**config.mk**
```make
export PLATFORM = sky130hd
export DESIGN_NAME = text_console_cell_writer_unit
export DESIGN_NICKNAME = d
export VERILOG_FILES = /design/src/design/tccw_pkg.sv /design/src/design/tccw_ctrl.sv /design/src/design/tccw_datapath.sv /design/src/design/text_console_cell_writer_unit.sv
export SDC_FILE = /design/constraint.sdc
export NUM_CORES = 1
export LEC_CHECK = 0
export BUFFER_PORTS_ARGS = -buffer_cell sky130_fd_sc_hd__buf_2
export CAP_MARGIN = 20
export CORE_MARGIN = 2
export CORE_UTILIZATION = 50
export CTS_CLUSTER_SIZE = 25
export DETAILED_ROUTE_END_ITERATION = 16
export GPL_ROUTABILITY_DRIVEN = 0
export HOLD_SLACK_MARGIN = 0.08
export PLACE_DENSITY = 0.69
export SYNTH_ARGS = -nofsm -noshare
export SYNTH_HDL_FRONTEND = slang
export SYNTH_SLANG_ARGS = --single-unit
```
**constraint.sdc**
```tcl
create_clock -name clk -period 3.4 [get_ports clk]
set_input_delay 1.02 -clock clk [delete_from_list [all_inputs] [get_ports clk]]
set_output_delay 1.02 -clock clk [all_outputs]
set_load 0.01 [all_outputs]
```
**src/design/tccw_pkg.sv**
```systemverilog
package tccw_pkg;

  localparam int COLUMNS_DEF  = 80;
  localparam int ROWS_DEF     = 25;
  localparam int TAB_STOP_DEF = 4;

  localparam int CFG_IDX_W  = 2;
  localparam int CFG_DATA_W = 4;

  localparam logic [CFG_IDX_W-1:0] CFG_FG_IDX = CFG_IDX_W'(0);
  localparam logic [CFG_IDX_W-1:0] CFG_BG_IDX = CFG_IDX_W'(1);

  localparam logic [CFG_DATA_W-1:0] FG_RESET = CFG_DATA_W'(7);
  localparam logic [CFG_DATA_W-1:0] BG_RESET = CFG_DATA_W'(0);

  localparam logic REQ_PUT   = 1'b0;
  localparam logic REQ_CLEAR = 1'b1;

  localparam logic [7:0] CH_NL    = 8'h0A;
  localparam logic [7:0] CH_TAB   = 8'h09;
  localparam logic [7:0] CH_BS    = 8'h08;
  localparam logic [7:0] CH_SPACE = 8'h20;

  localparam logic [15:0] BLANK_CELL = 16'h0020;
  localparam logic [15:0] ERASE_CELL = 16'h0720;

  typedef enum logic [2:0] {
    ST_INIT,
    ST_IDLE,
    ST_DISPATCH,
    ST_PUT,
    ST_SCROLL,
    ST_CLEAR,
    ST_DONE
  } ctrl_state_t;

  typedef struct packed {
    logic latch;
    logic home;
    logic load_glyph;
    logic load_tab;
    logic put_step;
    logic nl_step;
    logic bs_step;
    logic sweep_start;
    logic sweep_run;
    logic sweep_blank;
    logic load_out;
  } ctrl_cmd_t;

  typedef struct packed {
    logic is_clear;
    logic is_nl;
    logic is_tab;
    logic is_bs;
    logic at_bottom;
    logic wrap_next;
    logic cnt_last;
    logic cnt_zero;
    logic sweep_done;
    logic out_free;
  } dp_status_t;

endpackage

```
**src/design/tccw_ctrl.sv**
```systemverilog
module tccw_ctrl (
  input  logic                 clk,
  input  logic                 rst_n,
  input  logic                 in_tvalid,
  output logic                 in_tready,
  input  tccw_pkg::dp_status_t sts,
  output tccw_pkg::ctrl_cmd_t  cmd
);
  import tccw_pkg::*;

  ctrl_state_t state_r, state_nxt;

  always_ff @(posedge clk) begin
    if (!rst_n) begin
      state_r <= ST_INIT;
    end else begin
      state_r <= state_nxt;
    end
  end

  always_comb begin
    state_nxt = state_r;
    cmd       = '0;
    in_tready = 1'b0;
    unique case (state_r)
      ST_INIT: begin
        cmd.sweep_run   = 1'b1;
        cmd.sweep_blank = 1'b1;
        if (sts.sweep_done) begin
          state_nxt = ST_IDLE;
        end
      end
      ST_IDLE: begin
        in_tready = 1'b1;
        if (in_tvalid) begin
          cmd.latch = 1'b1;
          state_nxt = ST_DISPATCH;
        end
      end
      ST_DISPATCH: begin
        if (sts.is_clear) begin
          cmd.home        = 1'b1;
          cmd.sweep_start = 1'b1;
          state_nxt       = ST_CLEAR;
        end else if (sts.is_nl) begin
          cmd.nl_step = 1'b1;
          if (sts.at_bottom) begin
            cmd.sweep_start = 1'b1;
            state_nxt       = ST_SCROLL;
          end else begin
            state_nxt = ST_DONE;
          end
        end else if (sts.is_bs) begin
          cmd.bs_step = 1'b1;
          state_nxt   = ST_DONE;
        end else if (sts.is_tab) begin
          cmd.load_tab = 1'b1;
          state_nxt    = ST_PUT;
        end else begin
          cmd.load_glyph = 1'b1;
          state_nxt      = ST_PUT;
        end
      end
      ST_PUT: begin
        cmd.put_step = 1'b1;
        if (sts.wrap_next && sts.at_bottom) begin
          cmd.sweep_start = 1'b1;
          state_nxt       = ST_SCROLL;
        end else if (sts.cnt_last) begin
          state_nxt = ST_DONE;
        end
      end
      ST_SCROLL: begin
        cmd.sweep_run = 1'b1;
        if (sts.sweep_done) begin
          // tab spaces may remain after a wrap
          state_nxt = sts.cnt_zero ? ST_DONE : ST_PUT;
        end
      end
      ST_CLEAR: begin
        cmd.sweep_run   = 1'b1;
        cmd.sweep_blank = 1'b1;
        if (sts.sweep_done) begin
          state_nxt = ST_DONE;
        end
      end
      ST_DONE: begin
        if (sts.out_free) begin
          cmd.load_out = 1'b1;
          state_nxt    = ST_IDLE;
        end
      end
      default: begin
        state_nxt = ST_INIT;
      end
    endcase
  end

endmodule

```
**src/design/tccw_datapath.sv**
```systemverilog
module tccw_datapath #(
  parameter int COLUMNS  = tccw_pkg::COLUMNS_DEF,
  parameter int ROWS     = tccw_pkg::ROWS_DEF,
  parameter int TAB_STOP = tccw_pkg::TAB_STOP_DEF
) (
  input  logic                            clk,
  input  logic                            rst_n,
  input  logic                            cfg_valid,
  input  logic [tccw_pkg::CFG_IDX_W-1:0]  cfg_index,
  input  logic [tccw_pkg::CFG_DATA_W-1:0] cfg_data,
  input  logic                            in_tuser,
  input  logic [7:0]                      in_tdata,
  input  logic                            out_tready,
  output logic                            out_tvalid,
  output logic [23:0]                     out_tdata,
  input  tccw_pkg::ctrl_cmd_t             cmd,
  output tccw_pkg::dp_status_t            sts
);
  import tccw_pkg::*;

  localparam int CELLS = COLUMNS * ROWS;
  localparam int MOVE  = COLUMNS * (ROWS - 1);
  localparam int CW    = $clog2(COLUMNS);
  localparam int RW    = $clog2(ROWS);
  localparam int AW    = $clog2(CELLS);
  localparam int SW    = $clog2(CELLS + 1);
  localparam int PH_W  = (TAB_STOP > 1) ? $clog2(TAB_STOP) : 1;
  localparam int CNT_W = $clog2(TAB_STOP + 1);

  localparam logic [CW-1:0]    COL_LAST = CW'(COLUMNS - 1);
  localparam logic [RW-1:0]    ROW_LAST = RW'(ROWS - 1);
  localparam logic [AW-1:0]    BOT_POS  = AW'(MOVE);
  localparam logic [AW-1:0]    COL_STEP = AW'(COLUMNS);
  localparam logic [PH_W-1:0]  PH_MAX   = PH_W'(TAB_STOP - 1);
  localparam logic [PH_W-1:0]  PH_WRAP  = PH_W'((COLUMNS - 1) % TAB_STOP);
  localparam logic [CNT_W-1:0] TAB_N    = CNT_W'(TAB_STOP);
  localparam logic [SW-1:0]    SW_END   = SW'(CELLS);
  localparam logic [SW-1:0]    SW_MOVE  = SW'(MOVE);
  localparam logic [SW-1:0]    SW_COLS  = SW'(COLUMNS);

  // colours
  logic [CFG_DATA_W-1:0] fg_r, bg_r;

  always_ff @(posedge clk) begin
    if (!rst_n) begin
      fg_r <= FG_RESET;
      bg_r <= BG_RESET;
    end else if (cfg_valid) begin
      if (cfg_index == CFG_FG_IDX) fg_r <= cfg_data;
      if (cfg_index == CFG_BG_IDX) bg_r <= cfg_data;
    end
  end

  // latched item
  logic       req_r;
  logic [7:0] ch_r;

  always_ff @(posedge clk) begin
    if (cmd.latch) begin
      req_r <= in_tuser;
      ch_r  <= in_tdata;
    end
  end

  // cursor; ph_r tracks col mod TAB_STOP
  logic [CW-1:0]    col_r, col_nxt;
  logic [RW-1:0]    row_r, row_nxt;
  logic [AW-1:0]    pos_r, pos_nxt;
  logic [PH_W-1:0]  ph_r, ph_nxt;
  logic [CNT_W-1:0] cnt_r, cnt_nxt;
  logic             scroll_r, scroll_nxt;
  logic             at_home, at_bottom, wrap_next, is_tab;
  logic [7:0]       put_ch;

  assign at_home   = (pos_r == '0);
  assign at_bottom = (row_r == ROW_LAST);
  assign wrap_next = (col_r == COL_LAST);
  assign is_tab    = (ch_r == CH_TAB);
  assign put_ch    = is_tab ? CH_SPACE : ch_r;

  always_comb begin
    col_nxt    = col_r;
    row_nxt    = row_r;
    pos_nxt    = pos_r;
    ph_nxt     = ph_r;
    cnt_nxt    = cnt_r;
    scroll_nxt = scroll_r;
    if (cmd.latch) begin
      scroll_nxt = 1'b0;
      cnt_nxt    = '0;
    end
    if (cmd.home) begin
      col_nxt = '0;
      row_nxt = '0;
      pos_nxt = '0;
      ph_nxt  = '0;
    end
    if (cmd.load_glyph) begin
      cnt_nxt = CNT_W'(1);
    end
    if (cmd.load_tab) begin
      cnt_nxt = TAB_N - CNT_W'(ph_r);
    end
    if (cmd.put_step) begin
      cnt_nxt = cnt_r - CNT_W'(1);
      if (wrap_next) begin
        col_nxt = '0;
        ph_nxt  = '0;
        if (at_bottom) begin
          pos_nxt    = BOT_POS;
          scroll_nxt = 1'b1;
        end else begin
          row_nxt = row_r + RW'(1);
          pos_nxt = pos_r + AW'(1);
        end
      end else begin
        col_nxt = col_r + CW'(1);
        pos_nxt = pos_r + AW'(1);
        ph_nxt  = (ph_r == PH_MAX) ? '0 : ph_r + PH_W'(1);
      end
    end
    if (cmd.nl_step) begin
      col_nxt = '0;
      ph_nxt  = '0;
      if (at_bottom) begin
        pos_nxt    = BOT_POS;
        scroll_nxt = 1'b1;
      end else begin
        row_nxt = row_r + RW'(1);
        pos_nxt = pos_r + COL_STEP - AW'(col_r);
      end
    end
    if (cmd.bs_step && !at_home) begin
      pos_nxt = pos_r - AW'(1);
      if (col_r == '0) begin
        row_nxt = row_r - RW'(1);
        col_nxt = COL_LAST;
        ph_nxt  = PH_WRAP;
      end else begin
        col_nxt = col_r - CW'(1);
        ph_nxt  = (ph_r == '0) ? PH_MAX : ph_r - PH_W'(1);
      end
    end
  end

  always_ff @(posedge clk) begin
    if (!rst_n) begin
      col_r    <= '0;
      row_r    <= '0;
      pos_r    <= '0;
      ph_r     <= '0;
      cnt_r    <= '0;
      scroll_r <= 1'b0;
    end else begin
      col_r    <= col_nxt;
      row_r    <= row_nxt;
      pos_r    <= pos_nxt;
      ph_r     <= ph_nxt;
      cnt_r    <= cnt_nxt;
      scroll_r <= scroll_nxt;
    end
  end

  // sweep: one cell a cycle; scroll reads cell+COLUMNS and writes it to cell in the next cycle
  logic [SW-1:0] sw_r, sw_nxt;
  logic          pend_v_r, pend_v_nxt;
  logic [AW-1:0] pend_addr_r;
  logic          pend_blank_r;
  logic          sw_busy;
  logic [AW-1:0] rd_addr;
  logic [15:0]   rd_data_r;

  assign sw_busy    = cmd.sweep_run && (sw_r != SW_END);
  assign pend_v_nxt = sw_busy;
  assign rd_addr    = (sw_r < SW_MOVE) ? AW'(sw_r + SW_COLS) : '0;

  always_comb begin
    sw_nxt = sw_r;
    if (cmd.sweep_start) begin
      sw_nxt = '0;
    end else if (sw_busy) begin
      sw_nxt = sw_r + SW'(1);
    end
  end

  always_ff @(posedge clk) begin
    if (!rst_n) begin
      sw_r     <= '0;
      pend_v_r <= 1'b0;
    end else begin
      sw_r     <= sw_nxt;
      pend_v_r <= pend_v_nxt;
    end
  end

  always_ff @(posedge clk) begin
    if (sw_busy) begin
      pend_addr_r  <= AW'(sw_r);
      pend_blank_r <= cmd.sweep_blank || (sw_r >= SW_MOVE);
    end
  end

  // cell store
  logic [15:0]   mem [CELLS];
  logic          we;
  logic [AW-1:0] waddr;
  logic [15:0]   wdata;

  always_comb begin
    we    = 1'b0;
    waddr = pos_r;
    wdata = BLANK_CELL;
    if (pend_v_r) begin
      we    = 1'b1;
      waddr = pend_addr_r;
      wdata = pend_blank_r ? BLANK_CELL : rd_data_r;
    end else if (cmd.put_step) begin
      we    = 1'b1;
      waddr = pos_r;
      wdata = {bg_r, fg_r, put_ch};
    end else if (cmd.bs_step && !at_home) begin
      we    = 1'b1;
      waddr = pos_r - AW'(1);
      wdata = ERASE_CELL;
    end
  end

  always_ff @(posedge clk) begin
    if (we) begin
      mem[waddr] <= wdata;
    end
    rd_data_r <= mem[rd_addr];
  end

  // result register
  logic        out_valid_r;
  logic [10:0] out_pos_r;
  logic [6:0]  out_col_r;
  logic [4:0]  out_row_r;
  logic        out_scr_r;
  logic        out_free;

  assign out_free = !out_valid_r || out_tready;

  always_ff @(posedge clk) begin
    if (!rst_n) begin
      out_valid_r <= 1'b0;
    end else if (cmd.load_out) begin
      out_valid_r <= 1'b1;
    end else if (out_tready) begin
      out_valid_r <= 1'b0;
    end
  end

  always_ff @(posedge clk) begin
    if (cmd.load_out) begin
      out_pos_r <= 11'(pos_r);
      out_col_r <= 7'(col_r);
      out_row_r <= 5'(row_r);
      out_scr_r <= scroll_r;
    end
  end

  assign out_tvalid = out_valid_r;
  assign out_tdata  = {out_scr_r, out_row_r, out_col_r, out_pos_r};

  always_comb begin
    sts            = '0;
    sts.is_clear   = (req_r == REQ_CLEAR);
    sts.is_nl      = (ch_r == CH_NL);
    sts.is_tab     = is_tab;
    sts.is_bs      = (ch_r == CH_BS);
    sts.at_bottom  = at_bottom;
    sts.wrap_next  = wrap_next;
    sts.cnt_last   = (cnt_r == CNT_W'(1));
    sts.cnt_zero   = (cnt_r == '0);
    sts.sweep_done = (sw_r == SW_END);
    sts.out_free   = out_free;
  end

endmodule

```
**src/design/text_console_cell_writer_unit.sv**
```systemverilog
// Text console cell writer: keeps a ROWS x COLUMNS store of 16-bit cells
// (attribute byte over character byte) and a cursor.
// Input channel in_*: one item is a put-character or clear-screen request.
// Output channel out_*: exactly one result item per input item, giving the
// cursor position after the item and whether the screen scrolled.
// cfg_*: writes the foreground (index 0) and background (index 1) colours;
// always ready, other indexes are dropped.
// After reset the store is blanked one cell per cycle, with in_tready low
// during that pass.
// One item at a time: the next item is accepted only after the result of the
// last one is loaded into the output register. A tab writes spaces up to the
// next tab stop.
// A scroll or a clear sweeps the whole store through its single write
// port.
// The result sits in an output register; a new item is accepted while it
// waits. If the receiver stalls, the following item completes its work and
// holds until the register is free.
module text_console_cell_writer_unit #(
  parameter int COLUMNS  = tccw_pkg::COLUMNS_DEF,
  parameter int ROWS     = tccw_pkg::ROWS_DEF,
  parameter int TAB_STOP = tccw_pkg::TAB_STOP_DEF
) (
  input  logic                            clk,
  input  logic                            rst_n,
  input  logic                            cfg_valid,
  output logic                            cfg_ready,
  input  logic [tccw_pkg::CFG_IDX_W-1:0]  cfg_index,
  input  logic [tccw_pkg::CFG_DATA_W-1:0] cfg_data,
  input  logic                            in_tvalid,
  output logic                            in_tready,
  input  logic [7:0]                      in_tdata,   // [7:0] char_code
  input  logic                            in_tuser,   // [0] req_type
  output logic                            out_tvalid,
  input  logic                            out_tready,
  output logic [23:0]                     out_tdata   // [10:0] cursor_pos, [17:11] cursor_col,
                                                      // [22:18] cursor_row, [23] scrolled
);
  import tccw_pkg::*;

  ctrl_cmd_t  cmd;
  dp_status_t sts;

  assign cfg_ready = 1'b1;

  tccw_ctrl u_ctrl (
    .clk       (clk),
    .rst_n     (rst_n),
    .in_tvalid (in_tvalid),
    .in_tready (in_tready),
    .sts       (sts),
    .cmd       (cmd)
  );

  tccw_datapath #(
    .COLUMNS  (COLUMNS),
    .ROWS     (ROWS),
    .TAB_STOP (TAB_STOP)
  ) u_datapath (
    .clk        (clk),
    .rst_n      (rst_n),
    .cfg_valid  (cfg_valid),
    .cfg_index  (cfg_index),
    .cfg_data   (cfg_data),
    .in_tuser   (in_tuser),
    .in_tdata   (in_tdata),
    .out_tready (out_tready),
    .out_tvalid (out_tvalid),
    .out_tdata  (out_tdata),
    .cmd        (cmd),
    .sts        (sts)
  );

  a_one_item: assert property (@(posedge clk) disable iff (!rst_n)
    (in_tvalid && in_tready) |=> !in_tready)
    else $error("second item accepted while one is in work");

  a_port_conflict: assert property (@(posedge clk) disable iff (!rst_n)
    cmd.put_step |-> !cmd.sweep_run)
    else $error("cell write collides with sweep");

  a_no_overwrite: assert property (@(posedge clk) disable iff (!rst_n)
    cmd.load_out |-> sts.out_free)
    else $error("result register overwritten before taken");

  a_sweep_blocks: assert property (@(posedge clk) disable iff (!rst_n)
    cmd.sweep_run |-> !in_tready)
    else $error("input ready during store sweep");

endmodule

```
==> flow_summary_export.csv, run 1 <==
group,metric,value,unit
hold_path,min-delay-path-class,"flip-flop to flip-flop",
route,wl,10500,um
placement,dp_hpwl,7690,um
power,clkPwrFrac,37.2,%
global_routing,grt_pass1_wl,17500,um
cells_and_area,num_antenna_cells,0,
timing,rsz0062_at_grt,"false",
route,top_layer_used,"met4",
global_routing,track_usage,21.5,%
setup_path,cp_max_fo,11,
cells_and_area,areaGrowthSynthToFinish,9.58,%
route,dr_wl_met3,589,um
setup_path,r2r_start,"u_datapath.pos_r[1]$_SDFFE_PN0P_",
route,vias_per_cell,6.01,
clock_tree,cts_resized,0,
timing,fin_crit_sh,91.5,%
timing,worstMarginPinSlew,0.892,ns
route,drt-met1-wl,4630,um
logic_synthesis,synth_edf_count,33,
floorplanning,initial_utilization,51.2,%
clock_tree,post_cts_buffers,0,
power,ir_drop,0.000285,V
timing,clock.fmax,321,MHz
logic_synthesis,syn_area_per_cell,9.12,um2
logic_synthesis,synth_async_sr_flop_share,0,%
hold_path,hold_end,"u_datapath.out_scr_r$_DFFE_PP_",
hold_path,hold_start,"u_datapath.scroll_r$_SDFF_PN0_",
power,p_switching,467,uW
clock_tree,clock_latency,0.35,ns
floorplanning,ios,47,
timing,skew,0.0109,ns
clock_tree,cts_tree,"done",
global_routing,grt_pass1_vias,3648,
run_status,status,"finished clean",
power,seqPwrFrac,54.8,%
logic_synthesis,synth_flop_cell,"dfxtp_1",
power,p_leak,0.00181,uW
power,p_sw_share,24.7,%
placement,port_buffers,38,
clock_tree,cts_root_buf,"clkbuf_8",
floorplanning,core,0.00915,mm2
floorplanning,dieArea,0.0102,mm2
setup_path,required,3.67,ns
floorplanning,std_cell_rows,35,
setup_path,rr_worst_depth,9,
setup_path,criticalPathCategory,"flip-flop to flip-flop",
route,drtAntennaViolNets,0,
logic_synthesis,synth_cell_type_count,72,
logic_synthesis,yosys_warnings,0,
logic_synthesis,synth.cell_area,0.00469,mm2
clock_tree,htreeDepth,3,
setup_path,r2r_end,"u_datapath.pos_r[9]$_SDFFE_PN0P_",
route,wire_per_inst,16.0,um
global_routing,grt_max_degree,25,
cells_and_area,nets,595,
route,drcViolationCount,0,
clock_tree,clk_path_buf_depth,2,
logic_synthesis,ys_ff_latch,77,
logic_synthesis,ys_seq_area_share,39.9,%
setup_path,reg2reg_setup_slack,0.29,ns
clock_tree,clock_sinks,77,
setup_path,cp-start-kind,"flip-flop",
global_routing,antenna_found_initial,0,
hold_path,hold_depth,0,
clock_tree,numCtsBuffers,9,
placement,place_area,0.00493,mm2
route,vias,3942,
timing,slew_headroom,40.3,%
route,wl_met2,5110,um
timing,finalMaxSlewViolations,0,
route,dr.pass1.iters,7,
logic_synthesis,syn-num-nets,569,
cells_and_area,stdcell_area,0.00514,mm2
setup_path,end_kind,"flip-flop",
power,power_density,368,mW/mm2
route,drt_iter0_drc,264,
job,cap_violations,0,
floorplanning,die-height,101,um
cells_and_area,drive_above_1_share,13.4,%
timing,setup_tns,0,ns
global_routing,grt_overflow,0,
floorplanning,fp.dieW,101,um
logic_synthesis,syn_inst,514,
timing,post-route-min-period,3.11,ns
cells_and_area,fillers,809,
timing,hold_viol,0,
power,internal_power,1420,uW
clock_tree,clk_pin_slew,0.08,ns
timing,setup-violations-final,0,
setup_path,cp.arrival,3.38,ns
power,p_comb_share,8.0,%
clock_tree,ctsHoldBuffers,0,
-- cell usage in the layout, fill, tap and decap left out, drive strengths merged, types with 4 or more instances in the layout --
cell	count
a311oi	4
nor2	42
o211ai	4
buf	42
and2	4
o21ai	23
inv	36
or3	6
a21oi	36
o21a	4
xnor2	24
nand4	10
nor3	20
nor2b	4
ha	34
a221oi	4
edfxtp	33
dfxtp	44
clkbuf	13
nand2b	4
nor4b	4
nand2	36
o31ai	4
nor4	9
and3	4
xor2	9
a31oi	10
o22ai	7
mux2i	6
nand3	22
-- worst max path at each step --
stage                     slack [ns]  depth (start not counted)                           endpoint                              from
after floorplan                 0.73                          2  u_datapath.out_col_r[0]$_DFFE_PP_                        out_tready
after global placement          0.55                          9   u_datapath.pos_r[9]$_SDFFE_PN0P_  u_datapath.pos_r[1]$_SDFFE_PN0P_
after detailed placement        0.42                          9   u_datapath.pos_r[9]$_SDFFE_PN0P_  u_datapath.pos_r[1]$_SDFFE_PN0P_
after CTS                       0.37                          9   u_datapath.pos_r[9]$_SDFFE_PN0P_  u_datapath.pos_r[1]$_SDFFE_PN0P_
after global routing            0.11                          9   u_datapath.pos_r[9]$_SDFFE_PN0P_  u_datapath.pos_r[1]$_SDFFE_PN0P_
final                           0.29                          9   u_datapath.pos_r[9]$_SDFFE_PN0P_  u_datapath.pos_r[1]$_SDFFE_PN0P_
-- metal layers --
layer / vias up / global-route usage [%]
met1: 1891 / 28.2
met4: 0 / 8.32
met3: 18 / 3.54
met2: 112 / 35.7
met5: - / 0
li1: 1921 / -
-- power groups by stage --
stage | logic [uW] | registers (uW) | clock network, uW
detailed placement | 152 | 1060 | 0
finish | 151 | 1040 | 704
global route | 173 | 1040 | 757
global placement | 148 | 1060 | 0
floorplan | 130 | 1040 | 0
CTS | 153 | 1040 | 716
-- worst max-delay path: stages, from the launching register on --
cell       delay (ns)
dfxtp_1          0.58
ha_1             0.31
ha_1             0.25
fa_1             0.42
a21oi_1          0.23
o21ai_0          0.17
a2111oi_0        0.57
nor3_1           0.15
xnor2_1          0.16
a211oi_1         0.18
-- cell usage after synthesis (3+ instances only) --
library cell	count	area [um2]
xnor2_1	24	210
ha_1	34	425
a221oi_1	4	35.0
nor3_1	19	95.1
a31oi_1	10	62.6
edfxtp_1	33	991
clkbuf_1	20	75.1
nand2b_1	4	25.0
o22ai_1	7	43.8
and3_1	3	18.8
o21a_1	4	30.0
mux2i_1	6	60.1
nand3_1	22	110
o21ai_0	23	115
nand2_1	36	135
nand4_1	10	62.6
dfxtp_1	44	881
a21oi_1	35	175
buf_4	4	30.0
nor2b_1	4	25.0
o211ai_1	4	30.0
nor2_1	41	154
o31ai_1	4	30.0
xor2_1	9	78.8
nor4_1	6	37.5
a22oi_1	3	22.5
and2_1	4	25.0
nor4b_1	3	26.3
or3_1	6	37.5
inv_1	36	135
-- state kept, by name, indices dropped and copies added (netlist names), 2 cells and up --
register              flops
u_datapath.col_r          7
u_datapath.ch_r           8
u_ctrl.state_r            3
u_datapath.out_col_r      7
u_datapath.out_row_r      5
u_datapath.out_pos_r     11
u_datapath.pos_r         11
u_datapath.row_r          5
u_datapath.cnt_r          3
u_datapath.ph_r           2
u_datapath.sw_r          11
-- stage by stage --
stage / utilization, % / cells / setup WS (ns) / hold WS (ns) / power (uW)
6_report: 56.1 / 656 / 0.289 / 0.452 / 1890
5_1_grt: 56.1 / 656 / 0.110 / 0.461 / 1970
4_1_cts: 56.1 / 656 / 0.370 / 0.460 / 1910
3_5_place_dp: 53.9 / 640 / 0.421 / 0.441 / 1210
3_3_place_gp: 53.9 / 640 / 0.546 / 0.440 / 1200
2_1_floorplan: - / 514 / 0.729 / 0.409 / 1170
-- kinds of logic (layout without fill, tap and decap cells) --
logic type,count (synthesis),in the layout,synth area share [%]
XOR/XNOR,33,33,6.16
multiplexers,6,6,1.28
flip-flops,77,77,39.9
buffers and inverters,63,94,5.42
AO/OA/AOI/OAI,118,118,16.4
adder cells (fa/ha/maj),35,35,9.50
AND/OR/NAND/NOR,181,181,21.2
other,1,1,0.0800
-- final cells by class --
type / instances / area, um2 / area share (%)
multi-input cells: 374 / 2560 / 49.9
flip-flops and latches: 77 / 1870 / 36.4
repair buffers: 42 / 220 / 4.29
clock buffers: 13 / 191 / 3.73
well taps: 111 / 139 / 2.70
inverters: 36 / 135 / 2.63
clock inverters: 3 / 15.0 / 0.292
Power figures use the tool's default switching activity.
==> run 2, diff against run 1 <==
--- a/config.mk
+++ b/config.mk
@@ -5,7 +5,7 @@
 export SDC_FILE = /design/constraint.sdc
 export NUM_CORES = 1
 export LEC_CHECK = 0
-export BUFFER_PORTS_ARGS = -buffer_cell sky130_fd_sc_hd__buf_2
+export BUFFER_PORTS_ARGS = -buffer_cell sky130_fd_sc_hd__clkbuf_2
 export CAP_MARGIN = 20
 export CORE_MARGIN = 2
 export CORE_UTILIZATION = 50
@@ -14,6 +14,7 @@
 export GPL_ROUTABILITY_DRIVEN = 0
 export HOLD_SLACK_MARGIN = 0.08
 export PLACE_DENSITY = 0.69
+export REMOVE_ABC_BUFFERS = 1
 export SYNTH_ARGS = -nofsm -noshare
 export SYNTH_HDL_FRONTEND = slang
 export SYNTH_SLANG_ARGS = --single-unit
==> flow_summary_export.csv, run 2 (synthesis results as in run 1) <==
group,metric,value,unit
timing,rsz0062_at_grt,"false",
placement,dp_cells,642,
floorplanning,initial_utilization,51.2,%
power,power_density,363,mW/mm2
clock_tree,cts_tree,"done",
clock_tree,cts_root_buf,"clkbuf_8",
cells_and_area,stdcell_area,0.00513,mm2
clock_tree,htreeDepth,3,
floorplanning,fp.dieW,101,um
cells_and_area,fillers,821,
placement,place_area,0.00495,mm2
timing,hold_viol,0,
route,vias_per_cell,6.03,
clock_tree,post_cts_buffers,0,
setup_path,cp_max_fo,11,
power,ir_drop,0.000354,V
route,drtAntennaViolNets,0,
cells_and_area,nets,597,
timing,post-route-min-period,2.96,ns
cells_and_area,num_antenna_cells,0,
setup_path,cp.arrival,3.23,ns
timing,slew_headroom,42.6,%
setup_path,criticalPathCategory,"flip-flop to flip-flop",
setup_path,crit_path_max_incr_delay,0.57,ns
setup_path,end_kind,"flip-flop",
hold_path,min-delay-path-class,"flip-flop to flip-flop",
route,drt_iter0_drc,314,
setup_path,path_common_cell,"ha_1",
timing,skew,0.00903,ns
timing,setup_tns,0,ns
clock_tree,numCtsBuffers,9,
global_routing,grt_overflow,0,
floorplanning,std_cell_rows,35,
global_routing,antenna_found_initial,0,
power,p_leak,0.00183,uW
hold_path,hold_depth,0,
cells_and_area,final_cell_mix,"44 x dfxtp_1, 41 x nor2_1, 38 x clkbuf_2",
setup_path,worstPathCellList,"ha_1 -> ha_1 -> fa_1 -> a21oi_1 -> o21ai_0 -> a2111oi_0 -> nor3_1 -> xnor2_1 -> a211oi_1",
clock_tree,clock_latency,0.35,ns
floorplanning,dieArea,0.0102,mm2
setup_path,crit_family,"compound AO/OA/AOI/OAI gates",
cells_and_area,areaGrowthSynthToFinish,9.47,%
timing,fin_crit_sh,87.2,%
cells_and_area,final_common_cell,"dfxtp_1",
job,cap_violations,0,
clock_tree,clock_sinks,77,
timing,fin_ws,0.436,ns
floorplanning,die-height,101,um
timing,worstMarginPinSlew,0.857,ns
placement,port_buffers,38,
cells_and_area,top_regs,"u_datapath.out_pos_r (11), u_datapath.pos_r (11), u_datapath.sw_r (11)",
setup_path,crit_path_top_delay_cell,"dfxtp_1",
clock_tree,clk_path_buf_depth,2,
route,wire_per_inst,16.7,um
setup_path,cp_num_cells,9,
setup_path,critPathBufInv,0,
timing,finalMaxSlewViolations,0,
route,vias,3968,
cells_and_area,drive_above_1_share,13.5,%
setup_path,required,3.67,ns
timing,clock.fmax,337,MHz
global_routing,grt_pass1_vias,3748,
placement,place_ws,0.464,ns
global_routing,grt_pass1_wl,18200,um
clock_tree,cts_resized,0,
clock_tree,clk_pin_slew,0.08,ns
route,wl,11000,um
setup_path,cp-start-kind,"flip-flop",
placement,dp_hpwl,7850,um
run_status,status,"finished clean",
global_routing,track_usage,22.6,%
floorplanning,core,0.00915,mm2
clock_tree,ctsHoldBuffers,0,
timing,setup-violations-final,0,
route,dr.pass1.iters,5,
floorplanning,ios,47,
global_routing,grt_max_degree,25,
route,drcViolationCount,0,
setup_path,rr_worst_depth,9,
cells_and_area,stdcell_count,658,
[run 2: cell types whose count changed in the layout (fill, tap and decap cells not counted)]
cell	previous run	this run
buf_2	38	0
buf_4	4	6
clkbuf_1	1	2
clkbuf_16	2	1
clkbuf_2	0	38
clkinv_2	3	2
inv_4	0	1
[run 2: layout make-up]
| cell class | instances | area [um2] | share of cell area, % |
|---|---|---|---|
| clock buffer | 13 | 170 | 3.32 |
| multi-input combinational | 374 | 2560 | 50.0 |
| inverter | 36 | 135 | 2.63 |
| clock inverter | 3 | 16.3 | 0.317 |
| tap | 111 | 139 | 2.71 |
| sequential | 77 | 1870 | 36.5 |
| timing repair buffer | 44 | 235 | 4.58 |
[run 2: power by group]
group          internal [uW]  total, uW  switching, uW
Sequential               990       1040           46.4
Combinational           62.0        152           89.7
Clock                    329        673            344
Total                   1380       1860            480
[run 2: path summary, 6_finish.rpt]
| check | from | endpoint | slack (ns) |
|---|---|---|---|
| min | u_datapath.scroll_r$_SDFF_PN0_ | u_datapath.out_scr_r$_DFFE_PP_ | 0.46 |
| max | u_datapath.pos_r[1]$_SDFFE_PN0P_ | u_datapath.pos_r[9]$_SDFFE_PN0P_ | 0.44 |
| max reg2reg | u_datapath.pos_r[1]$_SDFFE_PN0P_ | u_datapath.pos_r[9]$_SDFFE_PN0P_ | 0.44 |
| min reg2reg | u_datapath.scroll_r$_SDFF_PN0_ | u_datapath.out_scr_r$_DFFE_PP_ | 0.46 |
[run 2: through the flow]
stage / power (uW) / hold slack (ns) / utilization, %
2_1_floorplan: 1160 / 0.409 / -
3_3_place_gp: 1200 / 0.452 / 54.0
3_5_place_dp: 1210 / 0.441 / 54.0
4_1_cts: 1870 / 0.460 / 56.1
5_1_grt: 1940 / 0.475 / 56.1
6_report: 1860 / 0.457 / 56.1
[run 2: layer usage]
layer,share of wire (%),global-route usage [%],vias up
met5,0,0,-
met4,2.0,8.43,0
met3,6.6,4.23,21
met2,47,36.5,160
met1,45,30.2,1857
li1,-,-,1930
